$ cat src/hw/rtl/i2a_pkg.sv
package i2a_pkg;

    localparam int unsigned C_VALUE_W   = 32;
    localparam int unsigned C_CMD_W     = 2;
    localparam int unsigned C_CHAR_W    = 8;
    localparam int unsigned C_DIGIT_W   = 4;
    localparam int unsigned C_NUM_DIG   = 11;
    localparam int unsigned C_DIG_BUS_W = C_NUM_DIG * C_DIGIT_W;
    localparam int unsigned C_LEFT_W    = $clog2(C_NUM_DIG + 1);
    localparam int unsigned C_BIT_W     = $clog2(C_VALUE_W);

    typedef enum logic [C_CMD_W-1:0] {
        CMD_UDEC = 2'd0,
        CMD_SDEC = 2'd1,
        CMD_OCT  = 2'd2,
        CMD_HEX  = 2'd3
    } t_cmd;

    typedef enum logic [4:0] {
        S_IDLE = 5'b00001,
        S_CONV = 5'b00010,
        S_PRE  = 5'b00100,
        S_SKIP = 5'b01000,
        S_EMIT = 5'b10000
    } t_state;

    localparam logic [C_CHAR_W-1:0] C_CH_ZERO  = 8'h30;
    localparam logic [C_CHAR_W-1:0] C_CH_UPA   = 8'h41;
    localparam logic [C_CHAR_W-1:0] C_CH_MINUS = 8'h2D;
    localparam logic [C_CHAR_W-1:0] C_CH_X     = 8'h78;

    // Upper-case digit table "0123456789ABCDEF".
    function automatic logic [C_CHAR_W-1:0] digit_char(input logic [C_DIGIT_W-1:0] d);
        logic [C_CHAR_W-1:0] c;
        if (d < 4'd10) begin
            c = C_CH_ZERO + {4'd0, d};
        end else begin
            c = C_CH_UPA + {4'd0, d} - 8'd10;
        end
        return c;
    endfunction

endpackage

$ cat src/hw/rtl/integer_to_ascii_formatter.sv
// Converts one 32-bit value per request into ASCII text, most significant
// character first, one character per output request, with o_last marking the
// final character. i_command selects unsigned decimal, signed decimal (a
// leading minus, then the two's complement magnitude), octal, or hexadecimal
// with a "0x" prefix; digits are upper case and zero always prints as a
// single '0'. A request is taken whenever o_stall is low, which is the case
// only while no conversion is in progress. Decimal requests run through a
// bit-serial double-dabble converter that consumes one value bit per cycle;
// octal and hex digits are picked straight from the value. After that,
// leading zero digits are dropped one per cycle, and then each character is
// emitted as soon as the output register is free, so a downstream stall
// holds both the prefix and the digits.
module integer_to_ascii_formatter
    import i2a_pkg::*;
(
    input  logic                 i_clk,
    input  logic                 i_rst_n,
    input  logic                 i_valid,
    output logic                 o_stall,
    input  logic [C_CMD_W-1:0]   i_command,
    input  logic [C_VALUE_W-1:0] i_value,
    output logic                 o_valid,
    input  logic                 i_stall,
    output logic [C_CHAR_W-1:0]  o_character,
    output logic                 o_last
);

    t_state                   r_state, n_state;
    logic [C_VALUE_W-1:0]     r_mag, n_mag;
    logic [C_DIG_BUS_W-1:0]   r_dig, n_dig;
    logic [C_BIT_W-1:0]       r_bit, n_bit;
    logic [C_LEFT_W-1:0]      r_left, n_left;
    logic [1:0]               r_pre_cnt, n_pre_cnt;
    logic                     r_pre_hex, n_pre_hex;
    logic                     r_ovalid, n_ovalid;
    logic [C_CHAR_W-1:0]      r_char, n_char;
    logic                     r_last, n_last;

    logic                     accept;
    logic                     slot_free;
    t_cmd                     cmd;
    logic [C_VALUE_W:0]       val_ext;
    logic [C_DIG_BUS_W-1:0]   oct_dig;
    logic [C_DIG_BUS_W-1:0]   hex_dig;
    logic [C_DIG_BUS_W-1:0]   bcd_adj;
    logic [C_DIGIT_W-1:0]     top_dig;

    assign o_stall     = (r_state != S_IDLE);
    assign accept      = i_valid && (r_state == S_IDLE);
    assign slot_free   = !r_ovalid || !i_stall;
    assign cmd         = t_cmd'(i_command);
    assign val_ext     = {1'b0, i_value};
    assign top_dig     = r_dig[C_DIG_BUS_W-1 -: C_DIGIT_W];
    assign o_valid     = r_ovalid;
    assign o_character = r_char;
    assign o_last      = r_last;

    // Octal and hex digits are plain bit groups of the value.
    always_comb begin
        oct_dig = '0;
        hex_dig = '0;
        for (int k = 0; k < C_NUM_DIG; k++) begin
            oct_dig[k*C_DIGIT_W +: C_DIGIT_W] = {1'b0, val_ext[k*3 +: 3]};
        end
        for (int k = 0; k < C_VALUE_W / C_DIGIT_W; k++) begin
            hex_dig[k*C_DIGIT_W +: C_DIGIT_W] = i_value[k*C_DIGIT_W +: C_DIGIT_W];
        end
    end

    // Double-dabble correction: every BCD digit of five or more gets three
    // added before the next shift, so the shift carries correctly into the
    // next decimal digit.
    always_comb begin
        for (int k = 0; k < C_NUM_DIG; k++) begin
            if (r_dig[k*C_DIGIT_W +: C_DIGIT_W] >= 4'd5) begin
                bcd_adj[k*C_DIGIT_W +: C_DIGIT_W] = r_dig[k*C_DIGIT_W +: C_DIGIT_W] + 4'd3;
            end else begin
                bcd_adj[k*C_DIGIT_W +: C_DIGIT_W] = r_dig[k*C_DIGIT_W +: C_DIGIT_W];
            end
        end
    end

    always_comb begin
        n_state   = r_state;
        n_mag     = r_mag;
        n_dig     = r_dig;
        n_bit     = r_bit;
        n_left    = r_left;
        n_pre_cnt = r_pre_cnt;
        n_pre_hex = r_pre_hex;
        n_ovalid  = r_ovalid && i_stall;
        n_char    = r_char;
        n_last    = r_last;

        unique case (r_state)
            S_IDLE: begin
                if (accept) begin
                    n_left    = C_LEFT_W'(C_NUM_DIG);
                    n_bit     = C_BIT_W'(C_VALUE_W - 1);
                    n_pre_hex = 1'b0;
                    n_pre_cnt = 2'd0;
                    n_mag     = i_value;
                    n_dig     = '0;
                    unique case (cmd)
                        CMD_UDEC: begin
                            n_state = S_CONV;
                        end
                        CMD_SDEC: begin
                            n_state = S_CONV;
                            if (i_value[C_VALUE_W-1]) begin
                                n_mag     = ~i_value + 1'b1;
                                n_pre_cnt = 2'd1;
                            end
                        end
                        CMD_OCT: begin
                            n_state = S_PRE;
                            n_dig   = oct_dig;
                        end
                        CMD_HEX: begin
                            n_state   = S_PRE;
                            n_dig     = hex_dig;
                            n_pre_hex = 1'b1;
                            n_pre_cnt = 2'd2;
                        end
                        default: begin
                            n_state = S_CONV;
                        end
                    endcase
                end
            end
            S_CONV: begin
                n_dig = {bcd_adj[C_DIG_BUS_W-2:0], r_mag[C_VALUE_W-1]};
                n_mag = {r_mag[C_VALUE_W-2:0], 1'b0};
                n_bit = r_bit - 1'b1;
                if (r_bit == '0) begin
                    n_state = S_PRE;
                end
            end
            S_PRE: begin
                if (r_pre_cnt == 2'd0) begin
                    n_state = S_SKIP;
                end else if (slot_free) begin
                    n_ovalid  = 1'b1;
                    n_last    = 1'b0;
                    n_pre_cnt = r_pre_cnt - 1'b1;
                    if (!r_pre_hex) begin
                        n_char = C_CH_MINUS;
                    end else if (r_pre_cnt == 2'd2) begin
                        n_char = C_CH_ZERO;
                    end else begin
                        n_char = C_CH_X;
                    end
                end
            end
            S_SKIP: begin
                // Drop leading zeros, but always keep the final digit.
                if (top_dig == '0 && r_left > C_LEFT_W'(1)) begin
                    n_dig  = {r_dig[C_DIG_BUS_W-C_DIGIT_W-1:0], {C_DIGIT_W{1'b0}}};
                    n_left = r_left - 1'b1;
                end else begin
                    n_state = S_EMIT;
                end
            end
            S_EMIT: begin
                if (slot_free) begin
                    n_ovalid = 1'b1;
                    n_char   = digit_char(top_dig);
                    n_last   = (r_left == C_LEFT_W'(1));
                    n_dig    = {r_dig[C_DIG_BUS_W-C_DIGIT_W-1:0], {C_DIGIT_W{1'b0}}};
                    n_left   = r_left - 1'b1;
                    if (r_left == C_LEFT_W'(1)) begin
                        n_state = S_IDLE;
                    end
                end
            end
            default: begin
                n_state = S_IDLE;
            end
        endcase
    end

    always_ff @(posedge i_clk) begin
        if (!i_rst_n) begin
            r_state  <= S_IDLE;
            r_ovalid <= 1'b0;
        end else begin
            r_state  <= n_state;
            r_ovalid <= n_ovalid;
        end
    end

    always_ff @(posedge i_clk) begin
        r_mag     <= n_mag;
        r_dig     <= n_dig;
        r_bit     <= n_bit;
        r_left    <= n_left;
        r_pre_cnt <= n_pre_cnt;
        r_pre_hex <= n_pre_hex;
        r_char    <= n_char;
        r_last    <= n_last;
    end

endmodule

$ cat config.mk
export PLATFORM = sky130hd
export DESIGN_NAME = integer_to_ascii_formatter
export DESIGN_NICKNAME = d
export VERILOG_FILES = /design/src/hw/rtl/i2a_pkg.sv /design/src/hw/rtl/integer_to_ascii_formatter.sv
export SDC_FILE = /design/constraint.sdc
export NUM_CORES = 1
export LEC_CHECK = 0
export BUFFER_PORTS_ARGS = -buffer_cell sky130_fd_sc_hd__buf_2
export CORE_MARGIN = 10
export CORE_UTILIZATION = 60
export CTS_CLUSTER_DIAMETER = 30
export DETAILED_ROUTE_END_ITERATION = 10
export GPL_TIMING_DRIVEN = 0
export PLACE_DENSITY = 0.82
export SETUP_SLACK_MARGIN = 0.5
export SYNTH_ARGS = -nofsm -noshare
export SYNTH_HDL_FRONTEND = slang
export SYNTH_SLANG_ARGS = --single-unit
$ cat constraint.sdc
create_clock -name i_clk -period 10.86 [get_ports i_clk]
set_clock_uncertainty 0.15 [all_clocks]
set_input_delay 1.629 -clock i_clk [delete_from_list [all_inputs] [get_ports i_clk]]
set_output_delay 1.629 -clock i_clk [all_outputs]
set_load 0.005 [all_outputs]
==> metrics.txt, run 1 <==
# TYPE chip_impl_metric gauge
chip_impl_metric{name="maxCapViolCount",unit=""} 0
chip_impl_metric{name="cts_inserted_buffers",unit=""} 9
chip_impl_metric{name="count_of_hold_fix_buffers_inserted_at_cts",unit=""} 0
chip_impl_metric{name="ys.warnings.count",unit=""} 0
chip_impl_info{name="top_layer_used",value="met4"} 1
chip_impl_metric{name="synth_seq_cells",unit=""} 102
chip_impl_metric{name="synth_enable_flop_cells",unit=""} 96
chip_impl_info{name="worst_path_max_delay_cell",value="or3_1"} 1
chip_impl_metric{name="grt_first_pass_wirelength",unit="um"} 28400
chip_impl_metric{name="antenna-diode-count",unit=""} 0
chip_impl_metric{name="cellLeakagePower",unit="nW"} 2.54
chip_impl_metric{name="req_time_crit_path",unit="ns"} 9.08
chip_impl_info{name="timing.setup.critical_path_class",value="flip-flop to primary output"} 1
chip_impl_metric{name="grt_antenna_before_repair",unit=""} 0
chip_impl_metric{name="clock_power_share",unit="%"} 20.7
chip_impl_metric{name="final_antenna_net_count",unit=""} 0
chip_impl_metric{name="fp.dieArea",unit="sq um"} 15500
chip_impl_metric{name="largest_fanout_on_the_critical_path",unit=""} 7
chip_impl_metric{name="hold_slack",unit="ns"} 0.378
chip_impl_metric{name="max_clock_freq",unit="GHz"} 0.260
chip_impl_info{name="layout_common_cells",value="edfxtp_1, nand2_1, buf_2"} 1
chip_impl_info{name="run_status",value="completed"} 1
chip_impl_metric{name="grt_max_degree",unit=""} 38
chip_impl_metric{name="placeableCoreArea",unit="sq um"} 10700
chip_impl_metric{name="synthToLayoutAreaGrowth",unit="%"} 8.94
chip_impl_info{name="hold_path_class",value="flip-flop to flip-flop"} 1
chip_impl_metric{name="setup_tns",unit="ns"} 0
chip_impl_metric{name="cts_resized",unit=""} 0
chip_impl_metric{name="critPathArrivalTime",unit="ns"} 2.06
chip_impl_metric{name="ir_drop",unit="uV"} 94.3
chip_impl_metric{name="drive_gt1_share",unit="%"} 11.9
chip_impl_metric{name="synth.avg_cell_area",unit="sq um"} 9.83
chip_impl_metric{name="detailroute.wirelength.met2",unit="um"} 8880
chip_impl_metric{name="number_of_vias_per_cell",unit=""} 6.63
chip_impl_metric{name="internal_power",unit="mW"} 0.713
chip_impl_metric{name="finalSetupViolations",unit=""} 0
chip_impl_info{name="clock_tree_from_tritoncts",value="yes"} 1
chip_impl_metric{name="chipHeight",unit="um"} 124
chip_impl_metric{name="pwr-share-comb",unit="%"} 26.8
chip_impl_info{name="cp-end-kind",value="primary output"} 1
chip_impl_metric{name="route.layer.met1.wl",unit="um"} 6890
chip_impl_metric{name="synth_cell_type_count",unit=""} 58
chip_impl_metric{name="finalWeightedCongestion",unit=""} 0.930
chip_impl_metric{name="synth_sequential_area_ratio",unit="%"} 45.9
chip_impl_info{name="synthFlopType",value="edfxtp_1"} 1
chip_impl_metric{name="worstSkewPairLatency",unit="ns"} 0.41
chip_impl_metric{name="placement_row_count",unit=""} 38
chip_impl_metric{name="wl_met3",unit="um"} 1710
chip_impl_metric{name="synth_async_sr_flop_share",unit="%"} 0
chip_impl_metric{name="power.share.sequential",unit="%"} 52.4
chip_impl_metric{name="hold_viol_final",unit=""} 0
chip_impl_metric{name="critical-path-max-stage-delay",unit="ns"} 0.46
chip_impl_info{name="critical_path.startpoint_type",value="flip-flop"} 1
chip_impl_metric{name="timing.final.crit_period",unit="ns"} 3.84
chip_impl_metric{name="post-cts-setup-buffers",unit=""} 0
chip_impl_metric{name="p_switching",unit="mW"} 0.361
chip_impl_info{name="ordered_list_of_cells_on_the_worst_path",value="or3_1 -> nor3b_1 -> inv_1 -> buf_2"} 1
chip_impl_metric{name="detail_route.wirelength",unit="um"} 18100
chip_impl_metric{name="finalCritPeriodShare",unit="%"} 35.4
chip_impl_metric{name="synth.net_count",unit=""} 734
chip_impl_metric{name="design.portCount",unit=""} 49
chip_impl_metric{name="p_per_cell_area",unit="nW/um^2"} 151
chip_impl_metric{name="drv_slew",unit=""} 0
chip_impl_metric{name="number_of_buffer_cells_added_on_primary_ports",unit=""} 41
chip_impl_metric{name="grtUsageTotal",unit="%"} 22.4
chip_impl_metric{name="swShare",unit="%"} 33.6
chip_impl_metric{name="timing_worst_slew_pin_value",unit="ns"} 0.926
chip_impl_metric{name="clk_path_buf_depth",unit=""} 2
chip_impl_metric{name="slew_headroom",unit="%"} 38.0
chip_impl_metric{name="cts.sinks",unit=""} 102
chip_impl_metric{name="grt_pass1_vias",unit=""} 5653
chip_impl_metric{name="hpwl",unit="um"} 13100
chip_impl_metric{name="cts.reportedPaths.clkPinSlew",unit="ns"} 0.10
chip_impl_metric{name="globalRouteOverflowTotal",unit=""} 0
chip_impl_metric{name="drt_iter0_markers",unit=""} 823
chip_impl_info{name="rsz0062_at_grt",value="false"} 1
chip_impl_metric{name="drtPass1Iterations",unit=""} 6
chip_impl_metric{name="drt-wirelength-per-cell",unit="um"} 20.9
chip_impl_metric{name="routed_via_count",unit=""} 5725
chip_impl_metric{name="syn_area",unit="sq um"} 6550
chip_impl_metric{name="final_nets",unit=""} 787
chip_impl_metric{name="synth_cells",unit=""} 666
chip_impl_metric{name="drt_drc_violations_left",unit=""} 0
chip_impl_metric{name="floorplan.initialDensity",unit="%"} 60.9
chip_impl_info{name="clk_root_buffer_cell",value="clkbuf_8"} 1
chip_impl_metric{name="cts.htree.levels",unit=""} 3
chip_impl_metric{name="fp.dieW",unit="um"} 124
chip_impl_info{name="leading_cell_type_in_the_layout_fill_and_taps_excluded",value="edfxtp_1"} 1
-- registers in the layout (all words and copies together) (netlist names) --
name,cells
o_character,7
o_last,1
o_valid,1
r_bit,5
r_dig,44
r_left,4
r_mag,32
r_pre_cnt,2
r_pre_hex,1
r_state,5
-- power groups by stage --
stage | sequential [mW] | combinational [mW] | clock (mW)
2_1_floorplan | 0.557 | 0.203 | 0
3_3_place_gp | 0.570 | 0.257 | 0
3_5_place_dp | 0.569 | 0.283 | 0
4_1_cts | 0.560 | 0.284 | 0.223
5_1_grt | 0.569 | 0.316 | 0.238
6_report | 0.563 | 0.288 | 0.223
-- cell families (layout without fill, tap and decap cells) --
family	after synthesis	count (layout)	share of synthesized area (%)
AND/OR/NAND/NOR	221	221	17.4
AO/OA/AOI/OAI	184	184	18.6
flip-flops	102	102	45.9
buffers and inverters	70	128	4.36
XOR/XNOR	50	50	6.69
adder cells (fa/ha/maj)	30	30	5.73
multiplexers	8	8	1.34
other	1	1	0.0573
-- Yosys cell counts, types with 6 or more instances --
cell | instances | area [sq um]
a21oi_1 | 48 | 240
a221o_1 | 24 | 240
a31oi_1 | 6 | 37.5
buf_2 | 9 | 45.0
clkbuf_1 | 22 | 82.6
dfxtp_1 | 6 | 120
edfxtp_1 | 96 | 2880
ha_1 | 30 | 375
inv_1 | 36 | 135
mux2_2 | 6 | 67.6
nand2_1 | 78 | 293
nand2b_1 | 14 | 87.6
nand3_1 | 12 | 60.1
nor2_1 | 46 | 173
nor3_1 | 10 | 50.1
nor3b_1 | 10 | 75.1
o21ai_0 | 48 | 240
o22ai_1 | 7 | 43.8
o2bb2ai_1 | 6 | 52.6
o31ai_1 | 8 | 60.1
o41ai_1 | 6 | 52.6
or3_1 | 6 | 37.5
xnor2_1 | 23 | 201
xor2_1 | 27 | 236
-- worst max-delay path, delay by kind of cell, from the launching register on --
kind,cells,cell delay [ns]
AND/OR/NAND/NOR,2,0.83
buffers and inverters,2,0.44
flip-flops,1,0.39
-- worst paths after layout --
kind / slack (ns) / start / cells after the start / end
setup / recovery: 7.02 / r_state[2] / 4 / o_stall
hold reg to reg: 0.38 / r_mag[11] / 2 / r_mag[12]
setup reg to reg: 7.62 / r_state[2] / 5 / r_mag[20]
hold / removal: 0.38 / r_mag[11] / 2 / r_mag[12]
-- through the flow --
step	worst slack [ns]	total power, mW	utilization, %	std cells	instance area (sq um)
after CTS	7.06	1.07	66.4	864	7130
after global placement	4.93	0.827	64.5	847	6930
after floorplan	6.12	0.760	-	666	6550
after global routing	6.86	1.12	66.4	864	7130
final	7.02	1.07	66.4	864	7130
after detailed placement	6.83	0.852	64.8	848	6970
-- area by class of cell --
cell class / count / area, sq um
Inverter: 36 / 135
Multi-Input combinational cell: 494 / 3280
Clock inverter: 4 / 22.5
Fill cell: 845 / 3610
Timing Repair Buffer: 42 / 225
Clock buffer: 12 / 145
Buffer: 34 / 150
Sequential cell: 102 / 3000
Tap cell: 140 / 175
-- metal layers --
metal | track usage, % | up-vias
li1 | - | 2579
met1 | 26.3 | 2728
met2 | 37.5 | 352
met3 | 5.74 | 66
met4 | 10.6 | 0
met5 | 0 | -
Power figures use the tool's default switching activity.
==> run 2, diff against run 1 <==
clock period = 3.8 ns   (was 10.86 ns; I/O delays follow)
==> run 2 against run 1 <==
  * Sequential share of layout area fell by 0.69 points
  * Count of clock-buffer cells in the layout fell by 2
  * Sequential power rose to 2.9 times the previous value
  * Final area rose by 1.7%
  * Hold slack got worse by 0.091 ns
  * Critical endpoint is now r_dig[37]
  * Highest routed layer unchanged
==> metrics.txt, run 2 (synthesis results as in run 1) <==
# TYPE chip_impl_metric gauge
chip_impl_metric{name="fp.dieArea",unit="sq um"} 15500
chip_impl_metric{name="clock_power_share",unit="%"} 26.7
chip_impl_metric{name="hpwl",unit="um"} 12900
chip_impl_metric{name="hold_slack",unit="ns"} 0.286
chip_impl_metric{name="design.portCount",unit=""} 49
chip_impl_metric{name="cellLeakagePower",unit="nW"} 2.59
chip_impl_metric{name="p_per_cell_area",unit="nW/um^2"} 460
chip_impl_metric{name="max_ffs_per_register",unit=""} 44
chip_impl_metric{name="drt-wirelength-per-cell",unit="um"} 20.7
chip_impl_info{name="timing.setup.critical_path_class",value="flip-flop to flip-flop"} 1
chip_impl_info{name="critical_path.startpoint_type",value="flip-flop"} 1
chip_impl_metric{name="finalSetupViolations",unit=""} 0
chip_impl_info{name="leading_cell_type_in_the_layout_fill_and_taps_excluded",value="edfxtp_1"} 1
chip_impl_metric{name="timing_worst_slew_pin_value",unit="ns"} 0.839
chip_impl_info{name="layout_common_cells",value="edfxtp_1, nand2_1, buf_2"} 1
chip_impl_metric{name="synthToLayoutAreaGrowth",unit="%"} 10.8
chip_impl_metric{name="final_nets",unit=""} 788
chip_impl_info{name="ordered_list_of_cells_on_the_worst_path",value="nor3_1 -> nand3b_1 -> clkbuf_1 -> clkbuf_1 -> a31oi_4 -> buf_16"} 1
chip_impl_metric{name="slew_headroom",unit="%"} 44.1
chip_impl_info{name="largest-register",value="r_dig"} 1
chip_impl_metric{name="critPathArrivalTime",unit="ns"} 3.05
chip_impl_metric{name="number_of_buffer_cells_added_on_primary_ports",unit=""} 41
chip_impl_metric{name="drtPass1Iterations",unit=""} 7
chip_impl_metric{name="cts_inserted_buffers",unit=""} 9
chip_impl_metric{name="detail_route.wirelength",unit="um"} 17900
chip_impl_metric{name="grt_antenna_before_repair",unit=""} 0
chip_impl_metric{name="finalWeightedCongestion",unit=""} 0.929
chip_impl_info{name="worst_path_most_repeated_cell",value="clkbuf_1"} 1
chip_impl_info{name="worst_path_max_delay_cell",value="clkbuf_1"} 1
chip_impl_metric{name="final_antenna_net_count",unit=""} 0
chip_impl_metric{name="timing.final.crit_period",unit="ns"} 3.06
chip_impl_metric{name="maxCapViolCount",unit=""} 0
chip_impl_metric{name="post-cts-setup-buffers",unit=""} 0
chip_impl_info{name="hold_path_class",value="input port to flip-flop"} 1
chip_impl_metric{name="place.detailed.instances",unit=""} 848
chip_impl_metric{name="req_time_crit_path",unit="ns"} 3.79
chip_impl_metric{name="cts.sinks",unit=""} 102
chip_impl_metric{name="grt_max_degree",unit=""} 38
chip_impl_metric{name="pwr-share-comb",unit="%"} 25.1
chip_impl_metric{name="number_of_vias_per_cell",unit=""} 6.63
chip_impl_metric{name="grtUsageTotal",unit="%"} 22.4
chip_impl_metric{name="floorplan.initialDensity",unit="%"} 60.9
chip_impl_metric{name="fp.dieW",unit="um"} 124
chip_impl_metric{name="max_clock_freq",unit="GHz"} 0.327
chip_impl_metric{name="hold_viol_final",unit=""} 0
chip_impl_info{name="run_status",value="completed"} 1
chip_impl_metric{name="ir_drop",unit="uV"} 344
chip_impl_info{name="clk_root_buffer_cell",value="clkbuf_8"} 1
chip_impl_metric{name="p_switching",unit="mW"} 1.04
chip_impl_metric{name="swShare",unit="%"} 31.2
chip_impl_metric{name="post-route-cell-area",unit="sq um"} 7250
chip_impl_metric{name="fin_ws",unit="ns"} 0.739
chip_impl_metric{name="setup_tns",unit="ns"} 0
chip_impl_metric{name="largest_fanout_on_the_critical_path",unit=""} 23
chip_impl_metric{name="cts.htree.levels",unit=""} 3
chip_impl_metric{name="drive_gt1_share",unit="%"} 12.1
chip_impl_metric{name="antenna-diode-count",unit=""} 0
chip_impl_metric{name="critical-path-max-stage-delay",unit="ns"} 0.69
chip_impl_metric{name="placement_row_count",unit=""} 38
chip_impl_metric{name="finalCritPeriodShare",unit="%"} 80.5
chip_impl_metric{name="place_worst_setup_slack",unit="ns"} 0.632
chip_impl_metric{name="chipHeight",unit="um"} 124
chip_impl_metric{name="placeableCoreArea",unit="sq um"} 10700
chip_impl_metric{name="drv_slew",unit=""} 0
chip_impl_metric{name="internal_power",unit="mW"} 2.30
chip_impl_info{name="clock_tree_from_tritoncts",value="yes"} 1
chip_impl_metric{name="cts.reportedPaths.clkPinSlew",unit="ns"} 0.09
chip_impl_info{name="cp-end-kind",value="flip-flop"} 1
chip_impl_info{name="rsz0062_at_grt",value="false"} 1
chip_impl_metric{name="placed_area",unit="sq um"} 6970
chip_impl_metric{name="grt_first_pass_wirelength",unit="um"} 28500
chip_impl_metric{name="drt_iter0_markers",unit=""} 774
chip_impl_metric{name="grt_pass1_vias",unit=""} 5558
chip_impl_metric{name="worstSkewPairLatency",unit="ns"} 0.39
chip_impl_metric{name="power.share.sequential",unit="%"} 48.2
chip_impl_metric{name="drt_drc_violations_left",unit=""} 0
chip_impl_metric{name="layout.cells.non_filler",unit=""} 865
chip_impl_metric{name="routed_via_count",unit=""} 5733
chip_impl_metric{name="globalRouteOverflowTotal",unit=""} 0
chip_impl_metric{name="clk_path_buf_depth",unit=""} 2
[run 2: cell count changes in the layout (fill, tap and decap cells not counted), sizes merged]
cell and change:
bufinv +4, a31oi +1, clkbuf -2, clkinvlp -1, clkinv -1
[run 2: what timing repair did]
action / CTS / global route
endpoints found under the setup margin: 0 / 60
gates resized for setup: 0 / 1
endpoints found under the hold margin: 0 / 0
hold buffers: 0 / 0
[run 2: worst paths after layout]
path | cells after the start | to | slack (ns) | startpoint
max | 6 | r_dig[37] | 0.74 | r_state[2]
min | 2 | r_state[0] | 0.29 | i_rst_n
max reg2reg | 6 | r_dig[37] | 0.74 | r_state[2]
min reg2reg | 2 | r_mag[11] | 0.39 | r_mag[10]
[run 2: critical path, delay by kind of cell, from the launching register on]
family                 cells  cell delay, ns
flip-flops                 1            0.46
AND/OR/NAND/NOR            2            0.38
AO/OA/AOI/OAI              1            0.34
buffers and inverters      3            1.47
[run 2: area by class of cell]
type	count	area, sq um
clock buffers	10	128
plain buffers	34	150
multi-input cells	495	3290
well taps	140	175
clock inverters	6	134
fillers	837	3490
flip-flops and latches	102	3000
inverters	36	135
repair buffers	42	233
[run 2: per-layer routing]
metal	vias to the layer above	share of wire (%)	global-route usage (%)	wire length (um)
met1	2714	38	27.4	6840
li1	2584	-	-	-
met4	0	2.9	8.77	523
met2	379	48	36.4	8650
met5	-	0	0	0
met3	56	11	6.55	1890
[run 2: per-stage QoR]
stage	utilization, %	total power [mW]
CTS	67.3	3.31
global route	67.5	3.50
global placement	64.5	2.36
finish	67.5	3.34
floorplan	-	2.17
detailed placement	64.9	2.44
[run 2: power by group through the flow]
stage | Sequential (mW) | Combinational, mW | Clock (mW)
global placement | 1.62 | 0.738 | 0
finish | 1.61 | 0.837 | 0.891
global route | 1.63 | 0.920 | 0.947
detailed placement | 1.63 | 0.810 | 0
floorplan | 1.59 | 0.582 | 0
CTS | 1.60 | 0.816 | 0.893
==> run 3, diff against run 2 <==
ABC_AREA = 1   (was unset)
CORE_UTILIZATION = 56   (was 60)
PLACE_DENSITY = 0.8   (was 0.82)
clock period = 2.45 ns   (was 3.8 ns; I/O delays follow)
==> run 3 against run 2 <==
  * The flow now finishes with violations (design-rule violations)
  * Global-route usage rose by 1.2 points
  * Via count rose by 15%
  * Routed wire length rose by 12%
  * Combinational power rose to 5.5 times the previous value
  * Critical path type unchanged
  * Highest routed layer unchanged
==> metrics.txt, run 3 <==
# TYPE chip_impl_metric gauge
chip_impl_info{name="critical_path.reg2reg.endpoint",value="r_dig[10]"} 1
chip_impl_metric{name="number_of_buffer_cells_added_on_primary_ports",unit=""} 47
chip_impl_metric{name="detailroute.wirelength.met2",unit="um"} 9300
chip_impl_metric{name="number_of_vias_per_cell",unit=""} 5.96
chip_impl_metric{name="slew_headroom",unit="%"} 56.8
chip_impl_metric{name="compound_gate_fraction_of_synth_area",unit="%"} 17.4
chip_impl_metric{name="max_ffs_per_register",unit=""} 44
chip_impl_metric{name="antenna-diode-count",unit=""} 0
chip_impl_metric{name="finalWeightedCongestion",unit=""} 0.966
chip_impl_metric{name="synth_enable_flop_cells",unit=""} 96
chip_impl_metric{name="grt_antenna_before_repair",unit=""} 0
chip_impl_metric{name="count_of_hold_fix_buffers_inserted_at_cts",unit=""} 0
chip_impl_metric{name="synth.net_count",unit=""} 921
chip_impl_metric{name="drt-wirelength-per-cell",unit="um"} 18.0
chip_impl_info{name="top_layer_used",value="met4"} 1
chip_impl_info{name="failed_checks",value="design-rule violations"} 1
chip_impl_metric{name="fillCellCount",unit=""} 959
chip_impl_metric{name="largest_fanout_on_the_critical_path",unit=""} 4
chip_impl_info{name="critical_path.startpoint_type",value="flip-flop"} 1
chip_impl_metric{name="multi_input_comb_area",unit="sq um"} 3530
chip_impl_metric{name="r2r_cells",unit=""} 8
chip_impl_metric{name="cts.htree.levels",unit=""} 3
chip_impl_metric{name="placeableCoreArea",unit="sq um"} 12100
chip_impl_metric{name="synth_async_sr_flop_share",unit="%"} 0
chip_impl_metric{name="holdPathStages",unit=""} 3
chip_impl_info{name="clk_root_buffer_cell",value="clkbuf_16"} 1
chip_impl_info{name="cp-end-kind",value="flip-flop"} 1
chip_impl_metric{name="fp.dieArea",unit="sq um"} 17200
chip_impl_info{name="run_status",value="complete, but fails checks"} 1
chip_impl_metric{name="critPathArrivalTime",unit="ns"} 1.96
chip_impl_metric{name="final-seq-area",unit="sq um"} 3010
chip_impl_metric{name="clk_path_buf_depth",unit=""} 2
chip_impl_metric{name="routed_via_count",unit=""} 6618
chip_impl_metric{name="fp.dieW",unit="um"} 131
chip_impl_metric{name="max_clock_freq",unit="GHz"} 0.492
chip_impl_metric{name="setup_slack_on_the_worst_flop_to_flop_path",unit="ns"} 0.42
chip_impl_info{name="rsz0062_at_grt",value="true"} 1
chip_impl_info{name="dominant_combinational_cell_family_by_area_after_synthesis",value="simple AND/OR/NAND/NOR gates"} 1
chip_impl_metric{name="synth_seq_cells",unit=""} 102
chip_impl_metric{name="drt_drc_violations_left",unit=""} 1
chip_impl_metric{name="fraction_of_the_mapped_netlist_area_in_simple_logic_gates",unit="%"} 23.1
chip_impl_metric{name="synth_sequential_area_ratio",unit="%"} 43.5
chip_impl_metric{name="synth_cell_type_count",unit=""} 43
chip_impl_info{name="hold_path_class",value="input port to flip-flop"} 1
chip_impl_metric{name="ys.warnings.count",unit=""} 0
chip_impl_info{name="synth_area_leaders",value="edfxtp_1, nand2_1, inv_1, ha_1, o21ai_0"} 1
chip_impl_metric{name="globalRouteOverflowTotal",unit=""} 0
chip_impl_metric{name="hpwl",unit="um"} 13600
chip_impl_metric{name="design.portCount",unit=""} 49
chip_impl_info{name="largest-register",value="r_dig"} 1
chip_impl_metric{name="post-route-cell-area",unit="sq um"} 8150
chip_impl_metric{name="cts.sinks",unit=""} 102
chip_impl_metric{name="chipHeight",unit="um"} 131
chip_impl_info{name="synthTopCellsByCount",value="nand2_1, inv_1, edfxtp_1"} 1
chip_impl_metric{name="cts_inserted_buffers",unit=""} 9
chip_impl_info{name="synthFlopType",value="edfxtp_1"} 1
chip_impl_metric{name="finalCritPeriodShare",unit="%"} 82.9
chip_impl_metric{name="grt_pass1_vias",unit=""} 6199
chip_impl_metric{name="maxCapViolCount",unit=""} 0
chip_impl_metric{name="route.layer.met1.wl",unit="um"} 8090
chip_impl_metric{name="wl_met3",unit="um"} 1950
chip_impl_metric{name="syn_area",unit="sq um"} 6910
chip_impl_metric{name="drt_iter0_markers",unit=""} 912
chip_impl_metric{name="p_per_cell_area",unit="nW/um^2"} 1190
chip_impl_metric{name="synth_largest_type_area_fraction",unit="%"} 41.7
chip_impl_metric{name="drtPass1Iterations",unit=""} 9
chip_impl_info{name="timing.critical_path.from",value="r_state[2]"} 1
chip_impl_info{name="hold-path-endpoint",value="r_state[3]"} 1
chip_impl_metric{name="timing.final.crit_period",unit="ns"} 2.03
chip_impl_info{name="layout_common_cells",value="nand2_1, inv_1, edfxtp_1"} 1
chip_impl_metric{name="grtUsageTotal",unit="%"} 23.6
chip_impl_info{name="critical_path.reg2reg.startpoint",value="r_state[2]"} 1
chip_impl_info{name="leading_cell_type_in_the_layout_fill_and_taps_excluded",value="nand2_1"} 1
chip_impl_metric{name="post_synthesis_share_of_cell_area_spent_on_full_adders_half_adders_and_majority_gates",unit="%"} 5.43
chip_impl_metric{name="drive_gt1_share",unit="%"} 17.0
chip_impl_info{name="hold_start",value="i_rst_n"} 1
chip_impl_metric{name="drv_slew",unit=""} 0
chip_impl_metric{name="timing_worst_slew_pin_value",unit="ns"} 0.649
chip_impl_metric{name="req_time_crit_path",unit="ns"} 2.38
chip_impl_metric{name="hold_viol_final",unit=""} 0
chip_impl_metric{name="post_synth_mux_area_share",unit="%"} 0
chip_impl_metric{name="final_nets",unit=""} 1006
chip_impl_info{name="clock_tree_from_tritoncts",value="yes"} 1
chip_impl_metric{name="cellLeakagePower",unit="nW"} 3.46
chip_impl_metric{name="grt_max_degree",unit=""} 20
chip_impl_metric{name="worstSkewPairLatency",unit="ns"} 0.36
chip_impl_metric{name="cts.reportedPaths.clkPinSlew",unit="ns"} 0.07
chip_impl_metric{name="placed_area",unit="sq um"} 7410
chip_impl_metric{name="synth.avg_cell_area",unit="sq um"} 8.10
chip_impl_metric{name="placement_row_count",unit=""} 40
chip_impl_metric{name="ir_drop",unit="uV"} 483
chip_impl_metric{name="synthToLayoutAreaGrowth",unit="%"} 18.0
chip_impl_metric{name="floorplan.initialDensity",unit="%"} 57.3
chip_impl_metric{name="finalSetupViolations",unit=""} 0
chip_impl_info{name="synthMostInstantiatedCell",value="nand2_1"} 1
chip_impl_metric{name="grt_first_pass_wirelength",unit="um"} 31500
chip_impl_metric{name="detail_route.wirelength",unit="um"} 20000
chip_impl_info{name="netlist.top_cell.by_area",value="edfxtp_1"} 1
chip_impl_metric{name="synth-xor-area-share",unit="%"} 2.41
chip_impl_metric{name="synth_cells",unit=""} 853
chip_impl_metric{name="final_antenna_net_count",unit=""} 0
chip_impl_info{name="timing.setup.critical_path_class",value="flip-flop to flip-flop"} 1
chip_impl_metric{name="total_power_of_the_final_layout",unit="mW"} 9.70
-- run 3: changes by cell type in the layout (fill, tap and decap cells not counted), moves of 15 or more --
| cell | previous run | this run |
|---|---|---|
| a221o_1 | 24 | 0 |
| nor2_1 | 46 | 73 |
| nand2_1 | 77 | 188 |
| clkbuf_1 | 23 | 5 |
| xnor2_1 | 23 | 2 |
| o21ai_1 | 3 | 18 |
| inv_1 | 36 | 102 |
| o22ai_1 | 7 | 22 |
| nand3_1 | 12 | 54 |
| o211ai_1 | 0 | 27 |
| buf_4 | 1 | 19 |
-- run 3: layer usage --
layer  vias up  global-route usage, %
met3        59                   4.38
met1      3037                   30.3
met5         -                      0
li1       3119                      -
met2       403                   37.8
met4         0                   10.7
-- run 3: critical path, stage by stage, from the launching register on --
cell      delay, ns
dfxtp_1        0.39
nor2_4         0.07
buf_4          0.15
nand4_1        0.20
o21ai_4        0.11
o21bai_4       0.22
buf_6          0.15
a21oi_4        0.17
buf_6          0.15
-- run 3: through the flow --
stage / worst slack, ns / setup TNS [ns] / utilization, % / instances / hold slack, ns
after detailed placement: -0.359 / -15.65 / 61.5 / 1068 / 0.362
after global placement: -0.323 / -14.15 / 61.5 / 1068 / 0.351
after global routing: 0.390 / 0 / 67.6 / 1111 / 0.148
after CTS: 0.487 / 0 / 67.2 / 1109 / 0.116
after floorplan: 0.173 / 0 / - / 853 / 0.315
final: 0.419 / 0 / 67.6 / 1111 / 0.139
-- run 3: worst max-delay path by stage --
stage	to
floorplan	r_dig[0]
global placement	r_dig[28]
detailed placement	r_dig[22]
CTS	r_dig[10]
global route	r_dig[12]
finish	r_dig[10]
-- run 3: area by class of cell --
cell class | instances | area share (%)
repair buffers | 70 | 6.08
clock buffers | 9 | 2.76
flip-flops and latches | 102 | 36.9
well taps | 168 | 2.58
inverters | 109 | 5.05
multi-input cells | 619 | 43.3
plain buffers | 27 | 2.12
clock inverters | 7 | 1.18
-- run 3: report_power, final --
| part | switching, mW | internal [mW] | leakage [nW] | total [mW] |
|---|---|---|---|---|
| sequential | 0.499 | 3.03 | 0.948 | 3.52 |
| combinational | 2.85 | 1.75 | 2.35 | 4.60 |
| clock | 0.676 | 0.901 | 0.160 | 1.58 |
-- run 3: repair_timing --
item,4_1_cts,5_1_grt
setup endpoints to repair,99,113
setup buffers,20,2
pin swaps,5,5
gates cloned,5,0
resized for setup,27,14
endpoints found under the hold margin,0,0
-- run 3: cells by family (layout without fill, tap and decap cells) --
logic type	count (synthesis)	count (layout)
and+or+nand+nor	361	361
AOI/OAI and AO/OA	204	208
buffers and inverters	136	222
DFF	102	102
adders and majority gates	30	30
xor gates and xnor gates	19	19
other	1	1
